===== src/hw/rtl/dpf_pkg.sv =====
// shared constants and types for the distinct prime factorizer
`timescale 1ns / 1ps

package dpf_pkg;

    localparam int VALUE_WIDTH_DEF = 31;
    localparam int MAX_RESULTS     = 9;
    localparam int CNT_W           = $clog2(MAX_RESULTS + 1);

    typedef enum logic [4:0] {
        S_IDLE = 5'b00001,
        S_DIV  = 5'b00010,
        S_EVAL = 5'b00100,
        S_FIN  = 5'b01000,
        S_PUSH = 5'b10000
    } t_state;

endpackage


===== src/hw/rtl/distinct_prime_factorizer_core.sv =====
// top level: trial division factorizer with one shared restoring divider
//
//  channel | valid   | ready   | payload
//  --------+---------+---------+------------------------------------
//  input   | i_valid | o_ready | i_value
//  output  | o_valid | i_ready | o_factor, o_has_factor, o_last
//
// each trial division runs the shared divider over every quotient bit in S_DIV,
// then checks the result in S_EVAL; a 31-bit prime tries divisors up to about 46341
// o_ready is high only while the sequencer is idle; one value at a time
// a result waits in the output register; the sequencer stalls only when it
// must hand over another result while that register is still full
// i_rst_n is synchronous, active low, and clears the control state
`timescale 1ns / 1ps

module distinct_prime_factorizer_core
    import dpf_pkg::*;
#(
    parameter int VALUE_WIDTH = VALUE_WIDTH_DEF
) (
    input  logic                   i_clk,
    input  logic                   i_rst_n,
    input  logic                   i_valid,
    output logic                   o_ready,
    input  logic [VALUE_WIDTH-1:0] i_value,
    output logic                   o_valid,
    input  logic                   i_ready,
    output logic [VALUE_WIDTH-1:0] o_factor,
    output logic                   o_has_factor,
    output logic                   o_last
);

    localparam int BIT_W = (VALUE_WIDTH > 1) ? $clog2(VALUE_WIDTH) : 1;

    t_state                 r_state, n_state;
    t_state                 r_ret, n_ret;
    logic [VALUE_WIDTH-1:0] r_rem, n_rem;
    logic [VALUE_WIDTH-1:0] r_d, n_d;
    logic [VALUE_WIDTH-1:0] r_quo, n_quo;
    logic [VALUE_WIDTH-1:0] r_part, n_part;
    logic [BIT_W-1:0]       r_bit, n_bit;
    logic                   r_divout, n_divout;
    logic [CNT_W-1:0]       r_cnt, n_cnt;
    logic [VALUE_WIDTH-1:0] r_pend, n_pend;
    logic                   r_pend_v, n_pend_v;
    logic [VALUE_WIDTH-1:0] r_e_factor, n_e_factor;
    logic                   r_e_has, n_e_has;
    logic                   r_e_last, n_e_last;
    logic                   r_ov, n_ov;
    logic [VALUE_WIDTH-1:0] r_of, n_of;
    logic                   r_oh, n_oh;
    logic                   r_ol, n_ol;

    logic [VALUE_WIDTH:0]   w_partial;
    logic [VALUE_WIDTH:0]   w_diff;
    logic                   w_ge;
    logic                   w_slot_free;
    logic                   w_room;

    // restoring divider step: one quotient bit per cycle
    assign w_partial   = {r_part, r_quo[VALUE_WIDTH-1]};
    assign w_diff      = w_partial - {1'b0, r_d};
    assign w_ge        = !w_diff[VALUE_WIDTH];
    assign w_slot_free = !r_ov || i_ready;
    assign w_room      = r_cnt < CNT_W'(MAX_RESULTS);

    always_comb begin
        n_state    = r_state;
        n_ret      = r_ret;
        n_rem      = r_rem;
        n_d        = r_d;
        n_quo      = r_quo;
        n_part     = r_part;
        n_bit      = r_bit;
        n_divout   = r_divout;
        n_cnt      = r_cnt;
        n_pend     = r_pend;
        n_pend_v   = r_pend_v;
        n_e_factor = r_e_factor;
        n_e_has    = r_e_has;
        n_e_last   = r_e_last;
        n_ov       = r_ov && !i_ready;
        n_of       = r_of;
        n_oh       = r_oh;
        n_ol       = r_ol;

        case (r_state)
            S_IDLE: begin
                if (i_valid) begin
                    n_rem    = i_value;
                    n_d      = VALUE_WIDTH'(2);
                    n_quo    = i_value;
                    n_part   = '0;
                    n_bit    = '0;
                    n_divout = 1'b0;
                    n_cnt    = '0;
                    n_pend_v = 1'b0;
                    if (i_value < VALUE_WIDTH'(2)) begin
                        n_e_factor = '0;
                        n_e_has    = 1'b0;
                        n_e_last   = 1'b1;
                        n_ret      = S_IDLE;
                        n_state    = S_PUSH;
                    end else begin
                        n_state = S_DIV;
                    end
                end
            end
            S_DIV: begin
                n_part = w_ge ? w_diff[VALUE_WIDTH-1:0] : w_partial[VALUE_WIDTH-1:0];
                n_quo  = {r_quo[VALUE_WIDTH-2:0], w_ge};
                n_bit  = r_bit + BIT_W'(1);
                if (r_bit == BIT_W'(VALUE_WIDTH - 1)) begin
                    n_state = S_EVAL;
                end
            end
            S_EVAL: begin
                n_part = '0;
                n_bit  = '0;
                if (!r_divout && (r_quo < r_d)) begin
                    // divisor squared exceeds the remainder
                    n_state = S_FIN;
                end else if (r_part == '0) begin
                    n_rem    = r_quo;
                    n_divout = 1'b1;
                    n_state  = S_DIV;
                    if (!r_divout && w_room) begin
                        n_cnt    = r_cnt + CNT_W'(1);
                        n_pend   = r_d;
                        n_pend_v = 1'b1;
                        if (r_pend_v) begin
                            n_e_factor = r_pend;
                            n_e_has    = 1'b1;
                            n_e_last   = 1'b0;
                            n_ret      = S_DIV;
                            n_state    = S_PUSH;
                        end
                    end
                end else begin
                    // next trial divisor, dividend is the unchanged remainder
                    n_d      = r_d + VALUE_WIDTH'(1);
                    n_quo    = r_rem;
                    n_divout = 1'b0;
                    n_state  = S_DIV;
                end
            end
            S_FIN: begin
                n_e_has = 1'b1;
                n_state = S_PUSH;
                n_ret   = S_IDLE;
                if (r_pend_v) begin
                    n_e_factor = r_pend;
                    n_pend_v   = 1'b0;
                    if ((r_rem > VALUE_WIDTH'(1)) && w_room) begin
                        n_e_last = 1'b0;
                        n_ret    = S_FIN;
                    end else begin
                        n_e_last = 1'b1;
                    end
                end else begin
                    n_e_factor = r_rem;
                    n_e_last   = 1'b1;
                end
            end
            S_PUSH: begin
                if (w_slot_free) begin
                    n_ov    = 1'b1;
                    n_of    = r_e_factor;
                    n_oh    = r_e_has;
                    n_ol    = r_e_last;
                    n_state = r_ret;
                end
            end
            default: begin
                n_state = S_IDLE;
            end
        endcase
    end

    always_ff @(posedge i_clk) begin
        if (!i_rst_n) begin
            r_state  <= S_IDLE;
            r_ret    <= S_IDLE;
            r_ov     <= 1'b0;
            r_pend_v <= 1'b0;
            r_cnt    <= '0;
            r_divout <= 1'b0;
            r_bit    <= '0;
        end else begin
            r_state  <= n_state;
            r_ret    <= n_ret;
            r_ov     <= n_ov;
            r_pend_v <= n_pend_v;
            r_cnt    <= n_cnt;
            r_divout <= n_divout;
            r_bit    <= n_bit;
        end
    end

    always_ff @(posedge i_clk) begin
        r_rem      <= n_rem;
        r_d        <= n_d;
        r_quo      <= n_quo;
        r_part     <= n_part;
        r_pend     <= n_pend;
        r_e_factor <= n_e_factor;
        r_e_has    <= n_e_has;
        r_e_last   <= n_e_last;
        r_of       <= n_of;
        r_oh       <= n_oh;
        r_ol       <= n_ol;
    end

    assign o_ready      = (r_state == S_IDLE);
    assign o_valid      = r_ov;
    assign o_factor     = r_of;
    assign o_has_factor = r_oh;
    assign o_last       = r_ol;

endmodule


===== config.mk =====
export PLATFORM = sky130hd
export DESIGN_NAME = distinct_prime_factorizer_core
export DESIGN_NICKNAME = d
export VERILOG_FILES = /design/src/hw/rtl/dpf_pkg.sv /design/src/hw/rtl/distinct_prime_factorizer_core.sv
export SDC_FILE = /design/constraint.sdc
export NUM_CORES = 1
export LEC_CHECK = 0
export ABC_AREA = 0
export BUFFER_PORTS_ARGS = -buffer_cell sky130_fd_sc_hd__buf_2
export CORE_MARGIN = 3
export CORE_UTILIZATION = 44
export DETAILED_ROUTE_END_ITERATION = 12
export HOLD_SLACK_MARGIN = 0.05
export PLACE_DENSITY = 0.7
export SLEW_MARGIN = 30
export SYNTH_ARGS = -nofsm -noshare
export SYNTH_HDL_FRONTEND = slang
export SYNTH_SLANG_ARGS = --single-unit

===== constraint.sdc =====
create_clock -name i_clk -period 12.1 [get_ports i_clk]
set_input_delay 1.21 -clock i_clk [delete_from_list [all_inputs] [get_ports i_clk]]
set_output_delay 1.21 -clock i_clk [all_outputs]
set_load 0.05 [all_outputs]

-- Word level (Yosys, flattened, before mapping)
Cells that the tools add are included.
- output and inout port bits: 35
- memories: 0
- register bits after elaboration: 243
- memory bits (writable): 0
- latch bits: 0
- logic and storage cells: 136
- memory bits (read-only): 0
- bits of input ports: 35
- equal/unequal tests: 15
- div/mod/pow operators: 0
- muxes and demuxes: 71
- $lt $le $gt $ge: 4
- multiply operators: 0
- reduce and logical (&&, ||, !) cells: 23
- shift-type cells: 0
- bitwise gates (word level): 1
- $add $sub $neg: 4
- operators by type and width (kind ; count):
    31-bit two-way mux ; 15
    31-bit case mux with 3 select lines ; 3
    31-bit case mux with 2 select lines ; 2
    5-bit two-way mux ; 15
    32-bit by 31-bit subtractor with 32-bit output ; 1
    31-bit by 1-bit adder with 31-bit output (second input constant) ; 1
    31-bit by 1-bit > comparator with 1-bit output (second input constant) ; 1
    31-bit zero test ; 1
    31-bit by 2-bit less-than comparator with 1-bit output (second input constant) ; 1
    31-bit less-than comparator ; 1
    5-bit case mux with 3 select lines ; 2
    5-bit case mux with 5 select lines ; 1
    4-bit two-way mux ; 6
    1-bit two-way mux ; 22
    2-bit != test (second input constant) ; 8
    5-bit equality test (second input constant) ; 2
    5-bit AND reduction ; 2
    1-bit case mux with 3 select lines ; 3
    3-bit AND reduction ; 3
    4-bit case mux with 2 select lines ; 1
    4-bit AND reduction ; 2
    7-bit AND reduction ; 1
    3-bit nonzero test ; 2
    5-bit by 1-bit adder with 5-bit output (second input constant) ; 1
    14 further kinds ; 21

-- Longest topological paths before layout
Gate-level depths: netlist of the first run.
- depth after elaboration: 6
- depth in mapped cells: 13
- gate-level depth less buffers: 12

-- Worst setup path before layout of the first run
OpenSTA, ideal clock, no wires.
- kind: flip-flop to flip-flop
- from: register r_d[24]
- to: register r_d[0] (enable)
- path slack: 7.479 ns
- arrival time: 4.158 ns
- setup time: 0.463 ns
- required time: 11.637 ns
- path buffers: 0
- stages on the path, launching flop included: 10
- period minus slack after synthesis: 4.621 ns
- cell sequence: edfxtp_1 > inv_1 > ha_1 > nand4_1 > or2_2 > nor2_1 > nand3_1 > o211ai_1 > nand2_1 > o21ai_0
- longest elaborated chain between the ends: 4
- ends and longest elaborated chain (item ; RTL line ; RTL):
    start: declaration ; distinct_prime_factorizer_core.sv:38 ; logic [VALUE_WIDTH-1:0] r_d, n_d;
    start signal: assignment ; distinct_prime_factorizer_core.sv:202 ; r_d <= n_d;
    31-bit less-than comparator ; distinct_prime_factorizer_core.sv:120 ; if (!r_divout && (r_quo < r_d)) begin
    1-bit logical AND ; distinct_prime_factorizer_core.sv:120 ;
    2-bit != test (no source line) ; n/a ;
    4-bit AND reduction (no source line) ; n/a ;
No other way between the ends.
A chain may end at the register's enable or synchronous reset.

-- Worst setup path in the final report of the first run
- from: register r_d[20]
- to: register r_cnt[0]
- longest elaborated chain between the ends: 4
- ends and longest elaborated chain (item ; RTL line ; RTL):
    31-bit less-than comparator ; distinct_prime_factorizer_core.sv:120 ;
    1-bit logical AND ; distinct_prime_factorizer_core.sv:120 ;
    2-bit != test (no source line) ; n/a ;
    5-bit AND reduction (no source line) ; n/a ;
    end signal: assignment ; distinct_prime_factorizer_core.sv:194 ; r_cnt <= n_cnt;
    end: declaration ; distinct_prime_factorizer_core.sv:43 ; logic [CNT_W-1:0] r_cnt, n_cnt;
No other way between the ends.

==> out/qor.yml, run 1 <==
synth_top_area_share_pct: 52.5
post_drt_via_cell_ratio: 5.85
dpl.hpwl_mm: 22.2
ff2ff_path_depth: 12
ff_latch_area_sq_mm: 0.00704
dp.cells: 1493
antenna_cells: 0
drt-initial-drc-count: 783
synth.top_cells.by_area: "edfxtp_1 52%, ha_1 6.5%, mux2i_1 4.7%"
finalCriticalPeriod_ps: 4110
drc: 0
setup_violations: 0
clock_path_buffers: 3
nets: 1244
grt_max_degree: 58
post_drt_wl_per_cell_um: 19.9
grt_first_pass_wirelength_mm: 47.4
netlist_area_sq_mm: 0.0126
pin_count: 70
post_cts_buffers: 0
ys_warn_count: 0
hold_viol: 0
postCtsHoldBufs: 0
routed_wl_mm: 30.6
cap_viol_max_count: 0
yosysTopAreaCell: "edfxtp_1"
gp_congestion: 0.897
fin_skew_ps: 11.3
start_util_pct: 45.0
grt_antenna_before_repair: 0
core_sq_mm: 0.0281
areaGrowthSynthToFinish_pct: 13.1
ir_drop_mv: 0.0920
place_area_sq_mm: 0.0135
hold_depth: 0
rsz0062_at_grt: "false"
multiInputGateArea_sq_mm: 0.00529
arrival_ps: 4510
synthArstFlopShare_pct: 0
syn-mean-instance-area_sq_um: 11.8
final_common_cell: "edfxtp_1"
fillers: 2451
slew_viol_final: 0
synth_flop_cell: "edfxtp_1"
via_count: 8987
synth-seq-area-share_pct: 55.6
cts_tree: "built"
max-slew-margin-rel_pct: 38.3
drive_gt1_share_pct: 12.5
cts_num_sinks: 241
powerDensity_mw_per_mm2: 258
synth_edf_count: 221
setup_slack_ps: 7990
synth_cell_type_count: 65
hp-class: "flop to flop"
clock_latency_ps: 510
ys_seq_elements: 241
die_area_sq_mm: 0.0308
crit_fanout: 32
synth_nets: 1174
fin_total_pwr_mw: 3.69
status: "complete, no violations"
die_h_um: 176
first_pass_iters: 6
holdWs_ps: 418
path_clk_slew_ps: 60
final_area_sq_mm: 0.0143
start_kind: "flop"
syn_inst: 1072
num_rows: 61
die_x_um: 176
clockRootBuffer: "clkbuf_16"
grt_pass1_vias: 8472
worst_pin_slew_ps: 902
pre_cts_slack_ps: 8080
cp.required_ps: 12510
clock.fmax_mhz: 244
grt-ovfl-total: 0
port-buffer-count: 69
final_cells: 1537
final_cell_mix: "221 x edfxtp_1, 123 x nor2_1, 69 x buf_2"
finalSetupTns_ps: 0
utilization_pct: 50.9
cts-buffers-inserted: 25
htreeDepth: 1
worst_setup_path_end_kind: "flop"
cts.repair.resized: 0
critPathKind: "flop to flop"
ant_nets: 0
post-route-period-util_pct: 33.9
grt_util_all_layers_pct: 19.4
power_leakage_nw: 5.37
-- kinds of logic (layout without fill, tap and decap cells) --
group	count (synthesis)	in the layout	share of synthesized area [%]
DFF	241	241	55.6
AOI/OAI and AO/OA	244	244	14.1
xor gates and xnor gates	60	60	4.15
muxes	60	60	4.75
adders and majority gates	67	67	6.69
buffers and inverters	87	174	2.76
and+or+nand+nor	313	313	11.9
-- final timing paths --
path                   to  slack [ps]            from
min reg2reg  o_factor[24]         420  r_e_factor[24]
min          o_factor[24]         420  r_e_factor[24]
max reg2reg      r_cnt[0]        7990         r_d[20]
max              r_cnt[0]        7990         r_d[20]
-- sequential cells by signal, indices dropped and copies added, names as in the netlist, 4 cells and up --
signal,cells
r_cnt,4
r_pend,31
r_quo,31
r_d,31
r_rem,31
o_factor,31
r_part,31
r_bit,5
r_e_factor,31
r_state,5
-- routing by layer --
| metal | GRT usage [%] | routed length (um) |
|---|---|---|
| met1 | 28.5 | 14100 |
| met2 | 29.6 | 13300 |
| met3 | 2.51 | 2250 |
| met4 | 6.90 | 1070 |
| met5 | 0 | 0 |
-- synthesized netlist by cell type (all sizes together) (4+ instances only) --
cell,count
o21ai,30
ha,66
buf,6
a22o,31
a211oi,8
nor2,127
inv,45
edfxtp,221
xnor2,49
a21o,48
and2,5
nand2,53
nor4,30
clkbuf,36
xor2,11
o211ai,10
nand3,21
nand4,22
a221o,30
or3,4
nor3,12
o21a,4
dfxtp,20
nor2b,10
mux2i,60
nand2b,9
a21oi,55
a31oi,5
-- worst max-delay path, cell delays in order (launching register included) --
cell	delay, ps
edfxtp_1	460
inv_1	140
ha_1	340
a21o_1	160
a21o_1	160
a21oi_1	150
o221ai_1	130
a2111oi_0	830
o211ai_1	580
nand3_1	390
inv_1	70
buf_4	270
a31o_2	290
-- area by class of cell --
| class | count | share of cell area, % |
|---|---|---|
| flip-flops and latches | 241 | 49.2 |
| multi-input cells | 744 | 37.0 |
| clock buffers | 27 | 4.42 |
| repair buffers | 85 | 3.39 |
| well taps | 378 | 3.31 |
| clock inverters | 17 | 1.53 |
| inverters | 45 | 1.18 |
-- power by group --
group,total (mW),switching (mW),internal [mW]
logic,1.46,0.885,0.579
clock network,0.801,0.316,0.485
registers,1.42,0.203,1.22
No activity file was read; power rests on OpenSTA's default activity.
==> inputs of run 2 (changes only) <==
==> constraint.sdc (replaced) <==
create_clock -name i_clk -period 3.85 [get_ports i_clk]
set_input_delay 0.385 -clock i_clk [delete_from_list [all_inputs] [get_ports i_clk]]
set_output_delay 0.385 -clock i_clk [all_outputs]
set_load 0.05 [all_outputs]
==> run 2 against run 1 <==
Clock-buffer cell count is 5 higher. Global-route usage grew 1.0 points. Setup slack worse by 7700 ps. Sequential share of layout area is 0.32 points lower. Die area stayed put. Non-clock buffer count increased by 2. Sequential power grew to 3.2 times the previous value. Maximum frequency up 16%. Via count increased by 0.24%. Cell area is 0.65% higher. Utilization grew 0.33 points. Critical path type unchanged.
==> out/qor.yml, run 2 (synthesis results as in run 1) <==
drt-initial-drc-count: 1015  # +30%
port-buffer-count: 69  # unchanged
grt_antenna_before_repair: 0  # unchanged
grt-ovfl-total: 0  # unchanged
power_leakage_nw: 5.40  # +0.56%
fillers: 2439  # -0.49%
cts-buffers-inserted: 26  # +4.0%
start_kind: "flop"
holdWs_ps: 156  # -261 ps
utilization_pct: 51.3  # +0.33 points
ir_drop_mv: 0.395  # +330%
dpl.hpwl_mm: 22.5  # +1.5%
worst_setup_path_end_kind: "flop"
ff_latch_area_sq_mm: 0.00704  # unchanged
start_util_pct: 45.0  # unchanged
hp-class: "input port to flop"
cts_tree: "built"
arrival_ps: 3770  # -740 ps
cpPeakStageDelay_ps: 610  # -220 ps
drc: 0  # unchanged
core_sq_mm: 0.0281  # unchanged
cts_num_sinks: 241  # unchanged
clock_path_buffers: 3  # unchanged
pin_count: 70  # unchanged
cts.repair.resized: 0  # unchanged
clock_latency_ps: 540  # +30 ps
critPathKind: "flop to flop"
htreeDepth: 1  # unchanged
critPathSlowestCell: "a2111oi_0"
final_cell_mix: "221 x edfxtp_1, 123 x nor2_1, 69 x buf_2"
nets: 1247  # +0.24%
cp.required_ps: 4080  # -8430 ps
rsz0062_at_grt: "false"
final_common_cell: "edfxtp_1"
routed_wl_mm: 31.6  # +3.0%
status: "complete, no violations"
slew_viol_final: 0  # unchanged
areaGrowthSynthToFinish_pct: 13.9
die_x_um: 176  # unchanged
cap_viol_max_count: 0  # unchanged
worst_pin_slew_ps: 888  # -13.9 ps
grt_util_all_layers_pct: 20.4  # +1.0 points
multiInputGateArea_sq_mm: 0.00531  # +0.31%
grt_pass1_vias: 8653  # +2.1%
post_drt_via_cell_ratio: 5.85  # about the same
post_cts_buffers: 0  # unchanged
max-slew-margin-rel_pct: 40.7  # +2.3 points
ant_nets: 0  # unchanged
path_clk_slew_ps: 60  # about the same
powerDensity_mw_per_mm2: 812  # +210%
post-route-period-util_pct: 91.9  # +58 points
via_count: 9009  # +0.24%
gp_congestion: 0.884  # -1.5%
first_pass_iters: 5  # -1
fin_skew_ps: 17.0  # +5.74 ps
grt_max_degree: 94  # +62%
grt_first_pass_wirelength_mm: 49.6  # +4.6%
clockRootBuffer: "clkbuf_16"
die_area_sq_mm: 0.0308  # unchanged
antenna_cells: 0  # unchanged
clock.fmax_mhz: 283  # +16%
path_cells: "inv_1 -> ha_1 -> a21o_1 -> a21o_1 -> a21oi_1 -> o221ai_1 -> a2111oi_0 -> o211ai_1 -> buf_4 -> a21oi_1 -> nor2_2 -> buf_4"
post_drt_wl_per_cell_um: 20.5  # +2.8%
finalCriticalPeriod_ps: 3540  # -567 ps
hold_viol: 0  # unchanged
num_rows: 61  # unchanged
die_h_um: 176  # unchanged
drive_gt1_share_pct: 12.4  # -0.13 points
ff2ff_setup_slack_ps: 310  # -7680 ps
crit_fanout: 33  # +3.1%
finalSetupTns_ps: 0  # unchanged
postCtsHoldBufs: 0  # unchanged
setup_violations: 0  # unchanged
-- run 2: cell types whose count changed in the layout (fill, tap and decap cells not counted), sizes merged --
cell,previous run,this run
buf,85,87
bufinv,5,3
clkbuf,27,32
clkinv,10,11
clkinvlp,1,0
inv,46,45
-- run 2: stage by stage --
| step | worst slack [ps] | power [mW] | std cells | instance area (sq um) |
|---|---|---|---|---|
| after detailed placement | 162 | 9.15 | 1493 | 13500 |
| final | 312 | 11.7 | 1541 | 14400 |
| after floorplan | 61.7 | 7.85 | 1072 | 12700 |
| after CTS | 123 | 11.7 | 1539 | 14400 |
| after global routing | 101 | 12.4 | 1541 | 14400 |
| after global placement | 169 | 9.08 | 1492 | 13500 |
-- run 2: worst paths after layout --
check,end,from,cells after the start
min,r_rem[25],i_value[25],2
max reg2reg,r_e_factor[13],r_d[24],12
max,r_e_factor[13],r_d[24],12
min reg2reg,o_factor[7],r_e_factor[7],0
-- run 2: report_power, final --
part / switching, mW / internal, mW / leakage (nW)
Combinational: 2.81 / 1.91 / 2.74
Sequential: 0.655 / 3.83 / 2.25
Clock: 1.01 / 1.47 / 0.408
Total: 4.48 / 7.21 / 5.40
-- run 2: final cells by class --
class	count	share of cell area (%)
multi-input combinational	744	36.9
inverter	45	1.17
clock inverter	14	0.973
tap	378	3.28
sequential	241	48.9
clock buffer	32	4.82
timing repair buffer	87	4.02
-- run 2: worst max-delay path: cells and delay by family, from the launching register on --
kind / cells / cell delay (ps)
AO/OA/AOI/OAI: 7 / 1770
adder cells (fa/ha/maj): 1 / 280
buffers and inverters: 3 / 670
flip-flops: 1 / 440
AND/OR/NAND/NOR: 1 / 50
-- run 2: layer usage --
layer | track usage [%] | part of all wire, %
met1 | 30.1 | 45
met2 | 32.0 | 46
met3 | 2.75 | 7.0
met4 | 5.08 | 2.3
met5 | 0 | 0
==> inputs of run 3 (changes only) <==
--- a/config.mk
+++ b/config.mk
@@ -6,12 +6,12 @@
 export NUM_CORES = 1
 export LEC_CHECK = 0
 export ABC_AREA = 0
-export BUFFER_PORTS_ARGS = -buffer_cell sky130_fd_sc_hd__buf_2
 export CORE_MARGIN = 3
 export CORE_UTILIZATION = 44
 export DETAILED_ROUTE_END_ITERATION = 12
+export DONT_BUFFER_PORTS = 1
 export HOLD_SLACK_MARGIN = 0.05
-export PLACE_DENSITY = 0.7
+export PLACE_DENSITY = 0.68
 export SLEW_MARGIN = 30
 export SYNTH_ARGS = -nofsm -noshare
 export SYNTH_HDL_FRONTEND = slang
==> run 3 against run 2 <==
Global-route usage up 0.17 points. Flip-flop and latch count unchanged. Clock-buffer cell count down 2. Final cell count down 2.3%. Worst hold slack worse by 90 ps. Clock skew up 4.4 ps. Combinational power about the same.
==> out/qor.yml, run 3 (synthesis results as in run 1) <==
holdWs_ps: 65.9  # -90.5 ps
min_to: "r_rem[26]"
grt_antenna_before_repair: 0  # unchanged
post_drt_via_cell_ratio: 6.00  # +2.6%
worst_pin_slew_ps: 775  # -113 ps
dpl.hpwl_mm: 22.2  # -1.5%
post_cts_buffers: 0  # unchanged
seqPwrFrac_pct: 38.7  # +0.3 points
fin_skew_ps: 21.5  # +4.43 ps
via_count: 9025  # +0.18%
post_drt_wl_per_cell_um: 21.5  # +4.8%
critPathSlowestCell: "edfxtp_1"
worst_setup_path_end_kind: "flop"
finalCriticalPeriod_ps: 3500  # -35.5 ps
hold_viol: 0  # unchanged
gp_congestion: 0.851  # -3.7%
clockRootBuffer: "clkbuf_16"
core_sq_mm: 0.0281  # unchanged
grt_pass1_vias: 8641  # -0.14%
clock_latency_ps: 540  # about the same
cap_viol_max_count: 0  # unchanged
grt_max_degree: 94  # unchanged
first_pass_iters: 5  # unchanged
grt-ovfl-total: 0  # unchanged
critPathKind: "flop to flop"
arrival_ps: 3730  # -40 ps
die_area_sq_mm: 0.0308  # unchanged
r2r_end: "r_e_factor[12]"
setup_violations: 0  # unchanged
nets: 1209  # -3.0%
path_clk_slew_ps: 60  # about the same
die_h_um: 176  # unchanged
grt_util_all_layers_pct: 20.5  # +0.17 points
finalSetupTns_ps: 0  # unchanged
cts-buffers-inserted: 26  # unchanged
crit_fanout: 33  # unchanged
final_cell_mix: "221 x edfxtp_1, 123 x nor2_1, 66 x ha_1"
pin_count: 70  # unchanged
port-buffer-count: 0  # -100%
drt-initial-drc-count: 1044  # +2.9%
cp.required_ps: 4080  # about the same
cts_num_sinks: 241  # unchanged
clock_path_buffers: 3  # unchanged
grt_first_pass_wirelength_mm: 49.9  # +0.52%
rsz0062_at_grt: "false"
p_int_mw: 7.16  # -0.73%
path_buf_inv: 3  # unchanged
areaGrowthSynthToFinish_pct: 13.5
die_x_um: 176  # unchanged
cp_num_cells: 12  # unchanged
crit_family: "compound AO/OA/AOI/OAI gates"
hp-class: "input port to flop"
slew_viol_final: 0  # unchanged
fin_total_pwr_mw: 11.7  # -0.11%
ir_drop_mv: 0.376  # -5.0%
ff2ff_path_depth: 12  # unchanged
drc: 0  # unchanged
clockPowerShare_pct: 21.0  # -0.2 points
path_cells: "inv_1 -> ha_1 -> a21o_1 -> a21o_1 -> a21oi_1 -> o221ai_1 -> a2111oi_0 -> o211ai_1 -> buf_4 -> a21oi_1 -> nor2_4 -> buf_4"
num_rows: 61  # unchanged
p_sw_mw: 4.52  # +0.87%
ant_nets: 0  # unchanged
post-route-period-util_pct: 91.0  # -0.92 points
ff2ff_setup_slack_ps: 350  # +40 ps
routed_wl_mm: 32.3  # +2.4%
cts_tree: "built"
pwr-share-comb_pct: 40.3  # about the same
start_kind: "flop"
power_leakage_nw: 5.25  # -2.8%
hp-start: "i_value[26]"
timing.rr.start: "r_d[20]"
clock.fmax_mhz: 285  # +1.0%
max-slew-margin-rel_pct: 48.3  # +7.6 points
final_common_cell: "edfxtp_1"
drive_gt1_share_pct: 7.36  # -5.0 points
p_sw_share_pct: 38.7  # +0.38 points
powerDensity_mw_per_mm2: 813  # +0.17%
start_util_pct: 45.0  # unchanged
cpPeakStageDelay_ps: 470  # -140 ps
cts.repair.resized: 0  # unchanged
htreeDepth: 1  # unchanged
hold_depth: 1  # -1
antenna_cells: 0  # unchanged
status: "complete, no violations"
-- run 3: changes by cell type in the layout (fill, tap and decap cells not counted), sizes merged --
| cell | change |
|---|---|
| buf | -67 |
| bufinv | -2 |
| clkbuf | -2 |
| clkinv | -1 |
| clkinvlp | +3 |
| dlygate4sd3 | +29 |
| inv | +4 |
-- run 3: layer usage --
layer / vias up / wire length [um] / global-route usage, %
met5: - / 0 / 0
met4: 0 / 1130 / 7.26
met3: 61 / 2960 / 4.06
met2: 461 / 14300 / 31.3
met1: 4345 / 13900 / 29.4
li1: 4158 / - / -
-- run 3: worst max-delay path by stage --
stage / start / to / slack, ps
finish: r_d[20] / r_e_factor[12] / 350
CTS: r_d[20] / r_e_factor[23] / 390
global route: r_d[5] / r_part[4] / 170
global placement: r_d[5] / r_part[10] / 480
floorplan: r_state[3] / r_quo[0] / 60
detailed placement: r_d[20] / r_e_factor[0] / 420
-- run 3: final cells by class --
type,count,area [sq um]
Clock buffer,30,687
Clock inverter,18,158
Fill cell,2434,13700
Inverter,45,169
Multi-Input combinational cell,744,5300
Sequential cell,241,7040
Tap cell,378,473
Timing Repair Buffer,49,534
-- run 3: power by group through the flow --
stage	clock, mW	combinational, mW	sequential (mW)
after floorplan	0	3.57	4.28
after global placement	0	4.49	4.52
after detailed placement	0	4.61	4.54
after CTS	2.49	4.68	4.49
after global routing	2.60	5.19	4.58
final	2.45	4.70	4.52
-- run 3: timing repair --
item / in CTS / in global routing
setup endpoints to repair: 0 / 0
endpoints found under the hold margin: 38 / 0
hold buffers: 29 / 0
-- run 3: through the flow --
step                util (%)  cell area, sq um  std cells  setup slack [ps]
detailed placement      47.0             13200       1427               418
global placement        46.9             13200       1426               477
floorplan                  -             12700       1072              61.7
global route            51.1             14400       1505               167
finish                  51.1             14400       1505               347
CTS                     51.0             14300       1504               386
-- run 3: worst reg2reg max path, delay by kind of cell (launching register included) --
family / cells / cell delay, ps
DFF: 1 / 470
and+or+nand+nor: 1 / 30
adders and majority gates: 1 / 330
AOI/OAI and AO/OA: 7 / 1730
buffers and inverters: 3 / 610
